<file path="config.mk">
export PLATFORM = sky130hd
export DESIGN_NAME = srqd_queue
export DESIGN_NICKNAME = d
export VERILOG_FILES = /design/src/rtl/core/sharded_ring_queue_dispatch_assert.svh /design/src/rtl/core/srqd_pkg.sv /design/src/rtl/core/srqd_queue.sv
export SDC_FILE = /design/constraint.sdc
export NUM_CORES = 1
export LEC_CHECK = 0
export ABC_CLOCK_PERIOD_IN_PS = 10000
export BUFFER_PORTS_ARGS = -buffer_cell sky130_fd_sc_hd__clkbuf_2
export CORE_MARGIN = 2
export CORE_UTILIZATION = 57
export CTS_CLUSTER_SIZE = 12
export DETAILED_ROUTE_END_ITERATION = 10
export GPL_TIMING_DRIVEN = 0
export HOLD_SLACK_MARGIN = 0.1
export PLACE_DENSITY = 0.79
export REMOVE_ABC_BUFFERS = 1
export SYNTH_ARGS = -nofsm -noshare
export SYNTH_HDL_FRONTEND = slang
export SYNTH_SLANG_ARGS = --single-unit
export TNS_END_PERCENT = 1
</file>
<file path="constraint.sdc">
create_clock -name clock -period 10 [get_ports clock]
set_clock_uncertainty 0.05 [all_clocks]
set_input_delay 0.5 -clock clock [delete_from_list [all_inputs] [get_ports clock]]
set_output_delay 0.5 -clock clock [all_outputs]
set_load 0.03 [all_outputs]
</file>
<file path="src/rtl/core/sharded_ring_queue_dispatch_assert.svh">
// ----------------------------------------------------------------------------
// Assertion macros for the sharded ring queue dispatch block
// Shared property shapes used at the end of the top level.
// ----------------------------------------------------------------------------
`ifndef SHARDED_RING_QUEUE_DISPATCH_ASSERT_SVH
`define SHARDED_RING_QUEUE_DISPATCH_ASSERT_SVH

// Same-cycle implication, disabled during reset.
`define SRQD_ASSERT_IMPLIES(name, clk, rst, ante, cons) \
   name: assert property (@(posedge clk) disable iff (rst) (ante) |-> (cons)) \
      else $error("srqd assertion failed");

// Next-cycle implication, disabled during reset.
`define SRQD_ASSERT_NEXT(name, clk, rst, ante, cons) \
   name: assert property (@(posedge clk) disable iff (rst) (ante) |=> (cons)) \
      else $error("srqd assertion failed");

`endif

</file>
<file path="src/rtl/core/srqd_pkg.sv">
// ----------------------------------------------------------------------------
// srqd_pkg
// Sizes, codes and shared types of the sharded ring queue dispatch block.
// ----------------------------------------------------------------------------
package srqd_pkg;

   // Build-time sizing.
   localparam int MAX_SHARDS   = 8;
   localparam int RING_DEPTH   = 64;
   localparam int PAYLOAD_BITS = 64;

   localparam int MIN_QUEUE_CAPACITY = 2;
   localparam int MIN_SHARD_COUNT    = 1;

   // Field widths of the streams and registers.
   localparam int OP_W       = 1;
   localparam int SHARD_W    = 8;
   localparam int PAYLOAD_W  = 64;
   localparam int STATUS_W   = 3;
   localparam int DATA_W     = 64;
   localparam int DROP_W     = 32;
   localparam int ACTIVE_W   = 4;
   localparam int CAPACITY_W = 7;

   localparam int REQ_TDATA_W = 72;
   localparam int RSP_TDATA_W = 96;

   localparam int CSR_INDEX_W = 8;
   localparam int CSR_DATA_W  = 8;

   // Derived widths.
   localparam int SHARD_IDX_W = (MAX_SHARDS > 1) ? $clog2(MAX_SHARDS) : 1;
   localparam int PTR_W       = $clog2(RING_DEPTH);
   localparam int MEM_DEPTH   = MAX_SHARDS * RING_DEPTH;
   localparam int ADDR_W      = $clog2(MEM_DEPTH);
   localparam int CAP_W       = $clog2(RING_DEPTH + 1);
   localparam int CMP_W       = (CAP_W > CAPACITY_W) ? CAP_W : CAPACITY_W;

   // Command queue between front and back.
   localparam int QUEUE_DEPTH = 4;
   localparam int QIDX_W      = $clog2(QUEUE_DEPTH);
   localparam int QCNT_W      = $clog2(QUEUE_DEPTH + 1);

   // Register reset values.
   localparam logic [ACTIVE_W-1:0]   ACTIVE_RESET   = 4'd8;
   localparam logic [CAPACITY_W-1:0] CAPACITY_RESET = 7'd64;

   // Register indexes.
   localparam logic [CSR_INDEX_W-1:0] REG_ACTIVE_SHARDS = 8'd0;
   localparam logic [CSR_INDEX_W-1:0] REG_RING_CAPACITY = 8'd1;

   // Operation codes.
   localparam logic [OP_W-1:0] OP_PUSH = 1'b0;
   localparam logic [OP_W-1:0] OP_POP  = 1'b1;

   // Result status codes.
   localparam logic [STATUS_W-1:0] ST_PUSHED    = 3'd0;
   localparam logic [STATUS_W-1:0] ST_PUSH_BAD  = 3'd1;
   localparam logic [STATUS_W-1:0] ST_PUSH_FULL = 3'd2;
   localparam logic [STATUS_W-1:0] ST_POPPED    = 3'd3;
   localparam logic [STATUS_W-1:0] ST_POP_BAD   = 3'd4;
   localparam logic [STATUS_W-1:0] ST_POP_EMPTY = 3'd5;

   // One classified item, handed from front to back.
   typedef struct packed {
      logic [STATUS_W-1:0]     status;
      logic                    mem_write;
      logic                    mem_read;
      logic [ADDR_W-1:0]       addr;
      logic [PAYLOAD_BITS-1:0] payload;
      logic [DROP_W-1:0]       drop_total;
   } cmd_type;

   // Fill status of the command queue.
   typedef struct packed {
      logic [QCNT_W-1:0] count;
      logic              full;
      logic              empty;
   } qstat_type;

endpackage

</file>
<file path="src/rtl/core/srqd_queue.sv">
// ----------------------------------------------------------------------------
// srqd_queue
// Short command queue that decouples the front from the back.
// ----------------------------------------------------------------------------
module srqd_queue (
   input  logic                 clock,
   input  logic                 reset,
   input  logic                 wr_valid,
   input  srqd_pkg::cmd_type    wr_data,
   input  logic                 rd_ready,
   output logic                 rd_valid,
   output srqd_pkg::cmd_type    rd_data,
   output srqd_pkg::qstat_type  stat
);
   import srqd_pkg::*;

   cmd_type           entry_ff [QUEUE_DEPTH];
   logic [QIDX_W-1:0] wr_idx_ff, wr_idx_in;
   logic [QIDX_W-1:0] rd_idx_ff, rd_idx_in;
   logic [QCNT_W-1:0] count_ff, count_in;
   logic              do_wr, do_rd;

   assign stat.count = count_ff;
   assign stat.full  = count_ff == QCNT_W'(QUEUE_DEPTH);
   assign stat.empty = count_ff == '0;

   assign rd_valid = !stat.empty;
   assign rd_data  = entry_ff[rd_idx_ff];

   assign do_wr = wr_valid && !stat.full;
   assign do_rd = rd_ready && !stat.empty;

   // Index and fill count bookkeeping.
   always_comb begin
      wr_idx_in = wr_idx_ff;
      rd_idx_in = rd_idx_ff;
      count_in  = count_ff;
      if (do_wr) begin
         wr_idx_in = (wr_idx_ff == QIDX_W'(QUEUE_DEPTH - 1)) ? '0 : wr_idx_ff + QIDX_W'(1);
      end
      if (do_rd) begin
         rd_idx_in = (rd_idx_ff == QIDX_W'(QUEUE_DEPTH - 1)) ? '0 : rd_idx_ff + QIDX_W'(1);
      end
      if (do_wr && !do_rd) begin
         count_in = count_ff + QCNT_W'(1);
      end else if (do_rd && !do_wr) begin
         count_in = count_ff - QCNT_W'(1);
      end
   end

   always_ff @(posedge clock) begin
      if (reset) begin
         wr_idx_ff <= '0;
         rd_idx_ff <= '0;
         count_ff  <= '0;
      end else begin
         wr_idx_ff <= wr_idx_in;
         rd_idx_ff <= rd_idx_in;
         count_ff  <= count_in;
      end
   end

   // Entry storage needs no reset.
   always_ff @(posedge clock) begin
      if (do_wr) begin
         entry_ff[wr_idx_ff] <= wr_data;
      end
   end

endmodule

</file>
==> results.md <==
* Outcome: finished, final reports clean
* Number of gates given a new drive strength after cts at 0
* Cell at the root of the clock tree: sky130_fd_sc_hd__clkbuf_16
* Leading cell types by total area after synthesis: sky130_fd_sc_hd__edfxtp_1 81%, sky130_fd_sc_hd__mux4_2 15%, sky130_fd_sc_hd__dfxtp_1 1.1%, sky130_fd_sc_hd__buf_6 0.82%, sky130_fd_sc_hd__ha_1 0.46%
* CTS Hold Bufs at 0
* Final Hold Vio Count at 0
* Routed Antenna Nets at 0
* Post-Place Setup Slack at 7.39 ns
* Number of sinks on the clock net at 449
* Proportion of power drawn by the clock network at 0.293
* Worst-margin pin slew at 0.903 ns
* Fin area at 0.0194 mm²
* Syn Std Cell Area at 0.0164 mm²
* Effective utilization at floorplan at 0.576
* Layout area overhead at 18.7%
* Switching power as a share of total power at 0.293
* Detail Placement HPWL at 17700 µm
* Worst min-delay path class: in -> reg
* Kind of capture point of the worst setup path: output pin
* Share of cells above drive strength 1 at 0.456
* IO Count at 230
* Share of synthesized area occupied by flip-flops and latches at 0.817
* Setup total negative slack at 0 ns
* Number of placement rows at 62
* Synthesized instance count at 625
* Detail-routed net length per standard cell at 22.9 µm
* Clk Latency, worst-skew pair at 0.53 ns
* Leakage power at 6.56 nW
* Setup slack after layout at 6.90 ns
* Worst voltage drop across the vdd grid at 213 µV
* Count of vias placed by the detailed router at 7375
* Total number of nets in the final design at 1007
* Async SR Flop Fraction at 0
* Power density of the placed cells at 266 mW/mm²
* Startpoint type of the worst setup path: register
* P_int at 3.65 mW
* Largest fanout of any net on the critical path at 35
* Worst Setup Path Type: reg -> out
* F_max at 323 MHz
* Initial drt markers at 504
* Max Transition Viols Final at 0
* Final setup violation count at 0
* Signal arrival time at the worst endpoint at 2.55 ns
* Distinct cell type count after synthesis at 25
* Proportion of power drawn by flip-flops and latches at 0.457
* Die H at 174 µm
* Drt first pass iters at 5
* DRT Wirelength at 29600 µm
* Total of flip-flops plus latches after synthesis at 449
* Cell taking the most area after synthesis: sky130_fd_sc_hd__edfxtp_1
* Core occupancy in the finished layout at 0.683
* CTS clk-pin slew, worst paths at 0.06 ns
* Die footprint at 0.0301 mm²
* Buffers from clock root to sink, at most at 3
* Max capacitance violation total at 0
* Area share of the leading cell type in the synthesized netlist at 0.806
* Ys Warns at 0
* Global-route wire length before repair at 45600 µm
* Power consumption at 5.17 mW
* Part of the total power dissipated in combinational logic at 0.250
* Switching power summed over all nets at 1.51 mW
* Number of buffers created by CTS at 45
* Final period utilization at 0.310
* Most instantiated flip-flop cell in the synthesis netlist: sky130_fd_sc_hd__edfxtp_1
* Pin count of the biggest net entering global routing at 58
* Final GP Congestion at 0.699
* Required time at the endpoint of the critical path at 9.45 ns
* # H-tree levels at 2
* Overall Global Routing Usage at 0.201
* Clock tree from TritonCTS: done
* Worst setup slack for register-to-register paths at 7.47 ns
* Antenna violations before repair at 1
* Number of buffer cells added on primary ports at 229
* Detailed-route DRC error count at 0
* Number of synthesized flops with an enable pin at 440
* Via count of the first global-routing pass at 7924
* Vias per cell at 5.71
* Clock period minus final worst setup slack at 3.10 ns
* Postcts setup bufs at 0
* Cell Area, Placed at 0.0181 mm²
* Width of the die at 174 µm
* Syn Area/Cell at 26.2 µm²
* Overflow left after global routing at 0
* RSZ-0062 raised after global routing: no
* Core region area at 0.0285 mm²
* Max-Slew Margin vs Limit at 0.398
-- kinds of logic after synthesis --
kind of cell    synth area share
flops                      0.817
xor+xnor                 0.00107
compound gates           0.00305
fa+ha+maj                0.00580
simple gates             0.00542
buf+inv                   0.0148
mux                        0.152
-- state kept, by name (all words and copies together), names as in the netlist, named ones only --
| signal | cells |
|---|---|
| count_ff | 3 |
| entry_ff | 440 |
| rd_idx_ff | 2 |
| wr_idx_ff | 2 |
-- per-stage QoR --
step / hold WS (ns) / cells
after global routing: 0.114 / 1290
after floorplan: 0.406 / 599
after CTS: 0.101 / 1290
after detailed placement: 0.427 / 1223
after global placement: 0.431 / 1212
final: 0.130 / 1291
-- power by group through the flow --
stage                     Sequential [mW]  Clock (mW)  Combinational, mW
after floorplan                      2.46           0              0.871
after global placement               2.52           0               1.25
after detailed placement             2.40           0               1.31
after CTS                            2.36        1.55               1.31
after global routing                 2.38        1.62               1.36
final                                2.36        1.52               1.29
-- synth_stat cells (3+ instances only) --
library cell and n:
sky130_fd_sc_hd__nor2_1 3, sky130_fd_sc_hd__inv_1 4, sky130_fd_sc_hd__dfxtp_1 9, sky130_fd_sc_hd__ha_1 6, sky130_fd_sc_hd__a21oi_1 3, sky130_fd_sc_hd__and3_1 4
sky130_fd_sc_hd__buf_6 12, sky130_fd_sc_hd__or3_1 3, sky130_fd_sc_hd__clkbuf_1 3, sky130_fd_sc_hd__edfxtp_1 440, sky130_fd_sc_hd__mux4_2 110, sky130_fd_sc_hd__buf_2 11
-- per-layer routing --
metal	wire length, µm	vias to the layer above	GRT usage
li1	-	3223	-
met1	11900	3835	0.270
met2	14800	264	0.332
met3	2260	53	0.0550
met4	659	0	0.0523
met5	0	-	0
-- cell type report --
cell class,instances,area (µm²)
sequential,449,13400
fill,1739,9020
multi-input combinational,144,2770
timing repair buffer,240,1430
clock buffer,62,1260
tap,384,480
clock inverter,5,55.1
inverter,6,41.3
antenna,1,2.50
-- layout by cell type, fill, tap and decap left out, drive strengths merged --
cell	netlist	layout
mux2i	2	2
ha	6	6
xor2	2	2
fa	1	1
or3b	1	1
bufinv	1	2
inv	4	5
buf	23	11
nand2	1	1
or3	3	3
clkinv	1	4
o21ai	2	2
clkbuf	3	291
nor2	4	4
nand3	2	2
and3	4	4
edfxtp	440	440
nor3	1	1
a21oi	3	3
dfxtp	9	9
o31ai	2	2
mux4	110	110
diode	0	1
-- path summary, 6_finish.rpt --
path                                                 from                    endpoint  depth (start not counted)
worst max-delay path                             register                 rd_data[15]                          4
worst min-delay path                         wr_data[108]  entry_ff[1][108]$_DFFE_PP_                          1
worst max register to register   count_ff[0]$_SDFFE_PP0P_   entry_ff[0][74]$_DFFE_PP_                          3
worst min register to register  rd_idx_ff[0]$_SDFFE_PP0P_                    register                          2
-- critical path, stage by stage, from the launching register on --
cell and delay, ns:
sky130_fd_sc_hd__dfxtp_4 0.61, sky130_fd_sc_hd__buf_16 0.30, sky130_fd_sc_hd__buf_16 0.30, sky130_fd_sc_hd__mux4_2 0.55
sky130_fd_sc_hd__clkbuf_2 0.22
(Power assumes the default switching activity.)
