### src/rtl/core/sharded_ring_queue_dispatch_assert.svh
// ----------------------------------------------------------------------------
// Assertion macros for the sharded ring queue dispatch block
// Shared property shapes used at the end of the top level.
// ----------------------------------------------------------------------------
`ifndef SHARDED_RING_QUEUE_DISPATCH_ASSERT_SVH
`define SHARDED_RING_QUEUE_DISPATCH_ASSERT_SVH

// Same-cycle implication, disabled during reset.
`define SRQD_ASSERT_IMPLIES(name, clk, rst, ante, cons) \
   name: assert property (@(posedge clk) disable iff (rst) (ante) |-> (cons)) \
      else $error("srqd assertion failed");

// Next-cycle implication, disabled during reset.
`define SRQD_ASSERT_NEXT(name, clk, rst, ante, cons) \
   name: assert property (@(posedge clk) disable iff (rst) (ante) |=> (cons)) \
      else $error("srqd assertion failed");

`endif

### src/rtl/core/srqd_pkg.sv
// ----------------------------------------------------------------------------
// srqd_pkg
// Sizes, codes and shared types of the sharded ring queue dispatch block.
// ----------------------------------------------------------------------------
package srqd_pkg;

   // Build-time sizing.
   localparam int MAX_SHARDS   = 8;
   localparam int RING_DEPTH   = 64;
   localparam int PAYLOAD_BITS = 64;

   localparam int MIN_QUEUE_CAPACITY = 2;
   localparam int MIN_SHARD_COUNT    = 1;

   // Field widths of the streams and registers.
   localparam int OP_W       = 1;
   localparam int SHARD_W    = 8;
   localparam int PAYLOAD_W  = 64;
   localparam int STATUS_W   = 3;
   localparam int DATA_W     = 64;
   localparam int DROP_W     = 32;
   localparam int ACTIVE_W   = 4;
   localparam int CAPACITY_W = 7;

   localparam int REQ_TDATA_W = 72;
   localparam int RSP_TDATA_W = 96;

   localparam int CSR_INDEX_W = 8;
   localparam int CSR_DATA_W  = 8;

   // Derived widths.
   localparam int SHARD_IDX_W = (MAX_SHARDS > 1) ? $clog2(MAX_SHARDS) : 1;
   localparam int PTR_W       = $clog2(RING_DEPTH);
   localparam int MEM_DEPTH   = MAX_SHARDS * RING_DEPTH;
   localparam int ADDR_W      = $clog2(MEM_DEPTH);
   localparam int CAP_W       = $clog2(RING_DEPTH + 1);
   localparam int CMP_W       = (CAP_W > CAPACITY_W) ? CAP_W : CAPACITY_W;

   // Command queue between front and back.
   localparam int QUEUE_DEPTH = 4;
   localparam int QIDX_W      = $clog2(QUEUE_DEPTH);
   localparam int QCNT_W      = $clog2(QUEUE_DEPTH + 1);

   // Register reset values.
   localparam logic [ACTIVE_W-1:0]   ACTIVE_RESET   = 4'd8;
   localparam logic [CAPACITY_W-1:0] CAPACITY_RESET = 7'd64;

   // Register indexes.
   localparam logic [CSR_INDEX_W-1:0] REG_ACTIVE_SHARDS = 8'd0;
   localparam logic [CSR_INDEX_W-1:0] REG_RING_CAPACITY = 8'd1;

   // Operation codes.
   localparam logic [OP_W-1:0] OP_PUSH = 1'b0;
   localparam logic [OP_W-1:0] OP_POP  = 1'b1;

   // Result status codes.
   localparam logic [STATUS_W-1:0] ST_PUSHED    = 3'd0;
   localparam logic [STATUS_W-1:0] ST_PUSH_BAD  = 3'd1;
   localparam logic [STATUS_W-1:0] ST_PUSH_FULL = 3'd2;
   localparam logic [STATUS_W-1:0] ST_POPPED    = 3'd3;
   localparam logic [STATUS_W-1:0] ST_POP_BAD   = 3'd4;
   localparam logic [STATUS_W-1:0] ST_POP_EMPTY = 3'd5;

   // One classified item, handed from front to back.
   typedef struct packed {
      logic [STATUS_W-1:0]     status;
      logic                    mem_write;
      logic                    mem_read;
      logic [ADDR_W-1:0]       addr;
      logic [PAYLOAD_BITS-1:0] payload;
      logic [DROP_W-1:0]       drop_total;
   } cmd_type;

   // Fill status of the command queue.
   typedef struct packed {
      logic [QCNT_W-1:0] count;
      logic              full;
      logic              empty;
   } qstat_type;

endpackage

### src/rtl/core/srqd_front.sv
// ----------------------------------------------------------------------------
// srqd_front
// Accepts requests, checks them against the shard pointers, updates those
// pointers and the drop counter and hands a classified command to the queue.
// ----------------------------------------------------------------------------
module srqd_front (
   input  logic                            clock,
   input  logic                            reset,
   input  logic                            req_valid,
   output logic                            req_ready,
   input  logic [srqd_pkg::OP_W-1:0]       req_op,
   input  logic [srqd_pkg::SHARD_W-1:0]    req_shard,
   input  logic [srqd_pkg::PAYLOAD_W-1:0]  req_payload,
   input  logic                            csr_valid,
   input  logic [srqd_pkg::CSR_INDEX_W-1:0] csr_index,
   input  logic [srqd_pkg::CSR_DATA_W-1:0] csr_data,
   input  logic                            q_full,
   output logic                            cmd_valid,
   output srqd_pkg::cmd_type               cmd
);
   import srqd_pkg::*;

   // Next ring slot, wrapping at the effective capacity.
   function automatic logic [PTR_W-1:0] next_slot(input logic [PTR_W-1:0] p,
                                                  input logic [CMP_W-1:0] cap);
      logic [CMP_W-1:0] sum;
      sum = CMP_W'(p) + CMP_W'(1);
      return (sum >= cap) ? '0 : PTR_W'(sum);
   endfunction

   logic [ACTIVE_W-1:0]   active_ff,   active_in;
   logic [CAPACITY_W-1:0] capacity_ff, capacity_in;
   logic [PTR_W-1:0]      wptr_ff [MAX_SHARDS];
   logic [PTR_W-1:0]      wptr_in [MAX_SHARDS];
   logic [PTR_W-1:0]      rptr_ff [MAX_SHARDS];
   logic [PTR_W-1:0]      rptr_in [MAX_SHARDS];
   logic [DROP_W-1:0]     drop_ff, drop_in;

   logic [SHARD_W-1:0]     act_ext, eff_shards;
   logic [CMP_W-1:0]       cap_ext, eff_cap;
   logic [SHARD_IDX_W-1:0] idx;
   logic [PTR_W-1:0]       w, r, nw;
   logic                   shard_ok, ring_full, ring_empty, accept;
   logic [DROP_W-1:0]      drop_inc;

   // Effective shard count and ring capacity.
   always_comb begin
      act_ext = SHARD_W'(active_ff);
      if (act_ext < SHARD_W'(MIN_SHARD_COUNT)) begin
         eff_shards = SHARD_W'(MIN_SHARD_COUNT);
      end else if (act_ext > SHARD_W'(MAX_SHARDS)) begin
         eff_shards = SHARD_W'(MAX_SHARDS);
      end else begin
         eff_shards = act_ext;
      end
      cap_ext = CMP_W'(capacity_ff);
      if (cap_ext < CMP_W'(MIN_QUEUE_CAPACITY)) begin
         eff_cap = CMP_W'(MIN_QUEUE_CAPACITY);
      end else if (cap_ext > CMP_W'(RING_DEPTH)) begin
         eff_cap = CMP_W'(RING_DEPTH);
      end else begin
         eff_cap = cap_ext;
      end
   end

   // Pointer lookup for the addressed shard.
   assign shard_ok   = req_shard < eff_shards;
   assign idx        = req_shard[SHARD_IDX_W-1:0];
   assign w          = wptr_ff[idx];
   assign r          = rptr_ff[idx];
   assign nw         = next_slot(w, eff_cap);
   assign ring_full  = nw == r;
   assign ring_empty = r == w;
   assign drop_inc   = (drop_ff != '1) ? drop_ff + DROP_W'(1) : drop_ff;

   assign req_ready = !q_full;
   assign accept    = req_valid && req_ready;
   assign cmd_valid = accept;

   // Classification and state update for one transfer.
   always_comb begin
      active_in   = active_ff;
      capacity_in = capacity_ff;
      wptr_in     = wptr_ff;
      rptr_in     = rptr_ff;
      drop_in     = drop_ff;

      cmd.status     = ST_PUSHED;
      cmd.mem_write  = 1'b0;
      cmd.mem_read   = 1'b0;
      cmd.addr       = ADDR_W'(idx * RING_DEPTH) + ADDR_W'(w);
      cmd.payload    = req_payload[PAYLOAD_BITS-1:0];

      if (req_op == OP_PUSH) begin
         if (!shard_ok) begin
            cmd.status = ST_PUSH_BAD;
            drop_in    = drop_inc;
         end else if (ring_full) begin
            cmd.status = ST_PUSH_FULL;
            drop_in    = drop_inc;
         end else begin
            cmd.status    = ST_PUSHED;
            cmd.mem_write = 1'b1;
            if (accept) begin
               wptr_in[idx] = nw;
            end
         end
      end else begin
         cmd.addr = ADDR_W'(idx * RING_DEPTH) + ADDR_W'(r);
         if (!shard_ok) begin
            cmd.status = ST_POP_BAD;
         end else if (ring_empty) begin
            cmd.status = ST_POP_EMPTY;
         end else begin
            cmd.status   = ST_POPPED;
            cmd.mem_read = 1'b1;
            if (accept) begin
               rptr_in[idx] = next_slot(r, eff_cap);
            end
         end
      end
      cmd.drop_total = drop_in;
      if (!accept) begin
         drop_in = drop_ff;
      end

      // A register write empties every ring and keeps the drop count.
      if (csr_valid) begin
         unique case (csr_index)
            REG_ACTIVE_SHARDS: begin
               active_in = csr_data[ACTIVE_W-1:0];
               wptr_in   = '{default: '0};
               rptr_in   = '{default: '0};
            end
            REG_RING_CAPACITY: begin
               capacity_in = csr_data[CAPACITY_W-1:0];
               wptr_in     = '{default: '0};
               rptr_in     = '{default: '0};
            end
            default: begin
            end
         endcase
      end
   end

   always_ff @(posedge clock) begin
      if (reset) begin
         active_ff   <= ACTIVE_RESET;
         capacity_ff <= CAPACITY_RESET;
         wptr_ff     <= '{default: '0};
         rptr_ff     <= '{default: '0};
         drop_ff     <= '0;
      end else begin
         active_ff   <= active_in;
         capacity_ff <= capacity_in;
         wptr_ff     <= wptr_in;
         rptr_ff     <= rptr_in;
         drop_ff     <= drop_in;
      end
   end

endmodule

### config.mk
export PLATFORM = sky130hd
export DESIGN_NAME = srqd_front
export DESIGN_NICKNAME = d
export VERILOG_FILES = /design/src/rtl/core/sharded_ring_queue_dispatch_assert.svh /design/src/rtl/core/srqd_pkg.sv /design/src/rtl/core/srqd_front.sv
export SDC_FILE = /design/constraint.sdc
export NUM_CORES = 1
export LEC_CHECK = 0
export BUFFER_PORTS_ARGS = -buffer_cell sky130_fd_sc_hd__buf_2
export CAP_MARGIN = 30
export CORE_MARGIN = 2
export CORE_UTILIZATION = 40
export CTS_CLUSTER_DIAMETER = 80
export DETAILED_ROUTE_END_ITERATION = 10
export PLACE_DENSITY = 0.61
export SLEW_MARGIN = 30
export SYNTH_ARGS = -nofsm -noshare
export SYNTH_HDL_FRONTEND = slang
export SYNTH_SLANG_ARGS = --single-unit
### constraint.sdc
create_clock -name clock -period 6.9 [get_ports clock]
set_clock_uncertainty 0.05 [all_clocks]
set_input_delay 0.69 -clock clock [delete_from_list [all_inputs] [get_ports clock]]
set_output_delay 0.69 -clock clock [all_outputs]
set_load 0.02 [all_outputs]
==> flow_results.org <==
** Power
- Net switching power figure :: 0.466 mW
- Of the total power, registers draw 0.442.
- Total internal power :: 1.35 mW
- Largest voltage drop on the vdd net :: 0.139 mV
- For this design the ratio of total power to cell area is 195 nW/um^2.
- Switch share :: 0.256
- Of the total power, the clock network draws 0.496.
- Leakage Power :: 3.85 nW
- Share of total power in combinational logic :: 0.062

** Synth
- The number of nets handed over by synthesis was 1110.
- Share of synthesized flip-flops with an asynchronous set or reset :: 0
- After synthesis the netlist holds a flip-flop and latch count of 139.
- In this run the cell area of the synthesized design comes to 8620 um^2.
- Of the total synthesized cell area, the portion taken by XOR and XNOR cells is 0.0417.
- Yosys mapped the design onto 72 distinct sky130hd cell types.
- The share of the Yosys chip area taken by registers is 0.323.
- Number of enable-type register cells in the synthesized netlist :: 0
- Of the total synthesized cell area, the portion taken by AND, OR, NAND and NOR gates is 0.225.
- Averaged over all synthesized cells, the footprint is 8.65 um^2.
- Share of synthesized cell area in full adder, half adder and majority cells :: 0.0290
- Warnings from Yosys :: 0
- Counting every instance in the synthesized netlist gives 996.
- Multiplexer fraction of the synthesized cell area :: 0.146
- Most used flip-flop cell after synthesis :: dfxtp_1
- Compound-Gate Fraction of Synth Area :: 0.134
- Main combinational cell family by area after synthesis :: simple AND/OR/NAND/NOR gates

** STA
- Setup repair after global routing missed its margin :: no
- Setup TNS :: 0 ns
- Setup-violating endpoint count in the final report :: 0
- Slew Limit Headroom :: 0.454
- Number of pins exceeding their max-slew limit in the final report :: 0
- Timing would allow up to 0.153 GHz.
- Once routing completed, OpenROAD measured the worst setup slack at 0.385 ns.
- At the pin with the least slew margin, the transition time is 0.819 ns.
- Hold violation count in the final report :: 0
- In the finished design, the share of the clock period the worst path needs comes to 0.944.
- Subtracting the final worst setup slack from the clock period gives 6.52 ns.

** Drt
- The detailed router placed 7193 vias in this run.
- Drt total wl :: 22.2 mm
- Routed length on met2 :: 10.1 mm
- After detailed routing, the number of vias per cell comes to 5.66.
- The first routing iteration left 451 violations.
- Drt wl/cell :: 17.5 um
- Routed length on met3 :: 1.33 mm
- WL met1 :: 10.7 mm
- Number of nets still failing antenna checks after routing :: 0
- Topmost layer with routed signal wires :: met4
- Before antenna repair, the detailed router went through 5 iterations.
- In the routed design, unresolved DRC markers number 0.

** Critical path
- Family with the most delay on the worst path :: simple AND/OR/NAND/NOR gates
- CP required :: 6.16 ns
- Data arrival, critical path :: 5.78 ns
- Critical path startpoint category :: input port
- In this run the worst path has a maximum fanout of 18.
- Cell-by-cell trace of the critical path :: buf_2, mux4_2, mux2i_2, inv_1, ha_1, inv_1, nor4_1, nor2_1, ha_1, and3_1, a221oi_1, o31ai_2, nor3_1, xnor2_1, nand3_1, o31a_2, buf_4, nor4_1, xor2_1, buf_2
- The largest individual stage delay along the critical path comes from the cell mux4_2.
- Worst Path Buf+Inv :: 5
- The worst setup path is captured at an output pin.
- On the worst path, the slowest cell contributes a delay of 0.56 ns.
- The worst setup path is of the in -> out kind.

** Clocking
- The number of hold buffers added after CTS was 0.
- Clock latency of the later-clocked register in the worst-skew pair :: 0.43 ns
- Inserted Clock Buffers :: 17
- Root Buffer :: clkbuf_16
- No sink is reached through more buffers than the 2 on the longest clock path.
- Clock-pin slew was measured on the worst setup and hold paths at 0.06 ns.
- CTS tree :: built
- The H-tree was split into 4 levels.
- CTS sink cnt :: 139

** Placement
- Detail Placement HPWL :: 15.5 mm
- Port buffering added 76 buffers.
- Routability-driven placement finished with a final weighted congestion of 0.836.
- Setup WS pre-CTS :: 0.351 ns

** Die
- Measured along the y axis, the die boundary spans 151 um.
- The die covers 22700 um^2.
- During I/O placement, the number of pins put on the boundary was 206.
- Initial cell density of the core :: 0.409
- Rows :: 53
- Area of the core :: 21100 um^2
- Die boundary width :: 151 um

** GRT
- In the global route stage, overall resource usage came out at 0.196.
- The via count of the first global-routing pass came to 6581.
- Global-route congestion overflow total :: 0
- Number of antenna violations at the first check in global routing :: 0
- The first global-routing pass estimated 35.1 mm of wire.
- Largest net degree at the start of global routing :: 97

** Final layout
- Total inserted antenna cells :: 0
- Leaving out fill and tap cells, the most frequent cells in the layout are dfxtp_1, nand2_1, buf_2.
- Ratio of cells with drive above 1 in the final layout :: 0.200
- Leaving out fill and tap cells, the most frequent cell in the layout is dfxtp_1.
- Area occupied by registers :: 2780 um^2
- Number of filler instances in the final layout :: 2127
- The net count of the finished layout is 1096.
- Syn-to-layout area delta :: 8.22%
- In the final layout, the multi-input gates occupy 4980 um^2.

** Status
- The run finished with clean final reports.

** Hold path
- Class of the tightest hold or removal check :: reg -> reg

** Flow run
- Max-cap violations in this run came to 0.
## area by class of cell
| type | count | share of cell area |
|---|---|---|
| inverters | 16 | 0.00644 |
| multi-input cells | 707 | 0.534 |
| flip-flops and latches | 139 | 0.298 |
| well taps | 275 | 0.0369 |
| clock inverters | 13 | 0.0138 |
| repair buffers | 101 | 0.0625 |
| clock buffers | 19 | 0.0475 |
## stage by stage
step | instances | hold WS, ns | util | area (um^2) | total power, mW
3_5_place_dp | 1237 | 0.399 | 0.414 | 8730 | 0.933
3_3_place_gp | 1237 | 0.393 | 0.414 | 8720 | 0.932
4_1_cts | 1269 | 0.408 | 0.441 | 9300 | 1.83
6_report | 1270 | 0.407 | 0.442 | 9330 | 1.82
5_1_grt | 1270 | 0.427 | 0.442 | 9330 | 1.87
2_1_floorplan | 996 | 0.384 | - | 8620 | 0.951
## power groups by stage
stage / sequential (mW) / clock [mW] / combinational (mW)
global route: 0.803 / 0.948 / 0.122
floorplan: 0.821 / 0 / 0.130
CTS: 0.803 / 0.918 / 0.111
detailed placement: 0.821 / 0 / 0.111
finish: 0.803 / 0.901 / 0.113
global placement: 0.821 / 0 / 0.111
## worst reg2reg max path, cell delays in order (launching register included)
cell	delay (ns)
dfxtp_1	0.33
mux4_2	0.48
mux2i_2	0.24
inv_1	0.16
ha_1	0.23
inv_1	0.09
nor4_1	0.07
nor2_1	0.22
ha_1	0.27
and3_1	0.18
a221oi_1	0.38
o31ai_2	0.22
nor3_1	0.26
xnor2_1	0.20
nand3_1	0.16
o31a_2	0.51
buf_4	0.26
buf_4	0.19
or4_1	0.50
a21oi_1	0.15
## state kept, by name (all words and copies together), names as in the netlist
name,cells
rptr_ff,48
cap_ext,7
drop_ff,32
active_ff,4
wptr_ff,48
## Yosys cell counts, drive strengths merged, types with 4 or more instances
master	instances	area, um^2
or4	20	150
nand4	9	56.3
a221oi	7	61.3
mux4	14	315
nand2b	15	93.8
and4	4	35.0
and2	9	56.3
xor2	29	254
nor2b	8	50.1
xnor2	12	105
or3	9	56.3
nor2	39	146
inv	16	60.1
mux2	16	180
o41ai	4	35.0
nor3b	4	30.0
dfxtp	139	2780
buf	83	618
mux2i	73	767
o31ai	20	150
or2	4	25.0
a21o	8	60.1
nor4	24	231
ha	20	250
a21oi	37	185
o21ai	60	300
clkbuf	51	191
nor3	25	130
nand2	110	413
and3	9	56.3
a31oi	5	31.3
nand3	71	355
## routing by layer
layer / global-route usage / up-vias
met5: 0 / -
met4: 0.0407 / 0
met3: 0.0398 / 19
met2: 0.310 / 183
met1: 0.278 / 3465
li1: - / 3526
## kinds of logic (layout without fill, tap and decap cells)
kind of cell | count (synthesis) | in the layout
and+or+nand+nor | 366 | 366
DFF | 139 | 139
xor gates and xnor gates | 41 | 41
buffers and inverters | 150 | 149
AOI/OAI and AO/OA | 177 | 177
adders and majority gates | 20 | 20
muxes | 103 | 103
## timing repair
action,in CTS,in global routing
gates resized for setup,0,2
setup buffers,0,0
endpoints found under the setup margin,0,14
## final timing paths
path	from	to	slack [ns]	cells past startpoint
max	req_shard[1]	cmd[27]	0.38	20
max reg2reg	wptr_ff[0]	drop_ff[8]	1.68	19
min	rptr_ff[38]	rptr_ff[38]	0.41	2
min reg2reg	rptr_ff[38]	rptr_ff[38]	0.41	2
No activity file was read; power rests on OpenSTA's default activity.
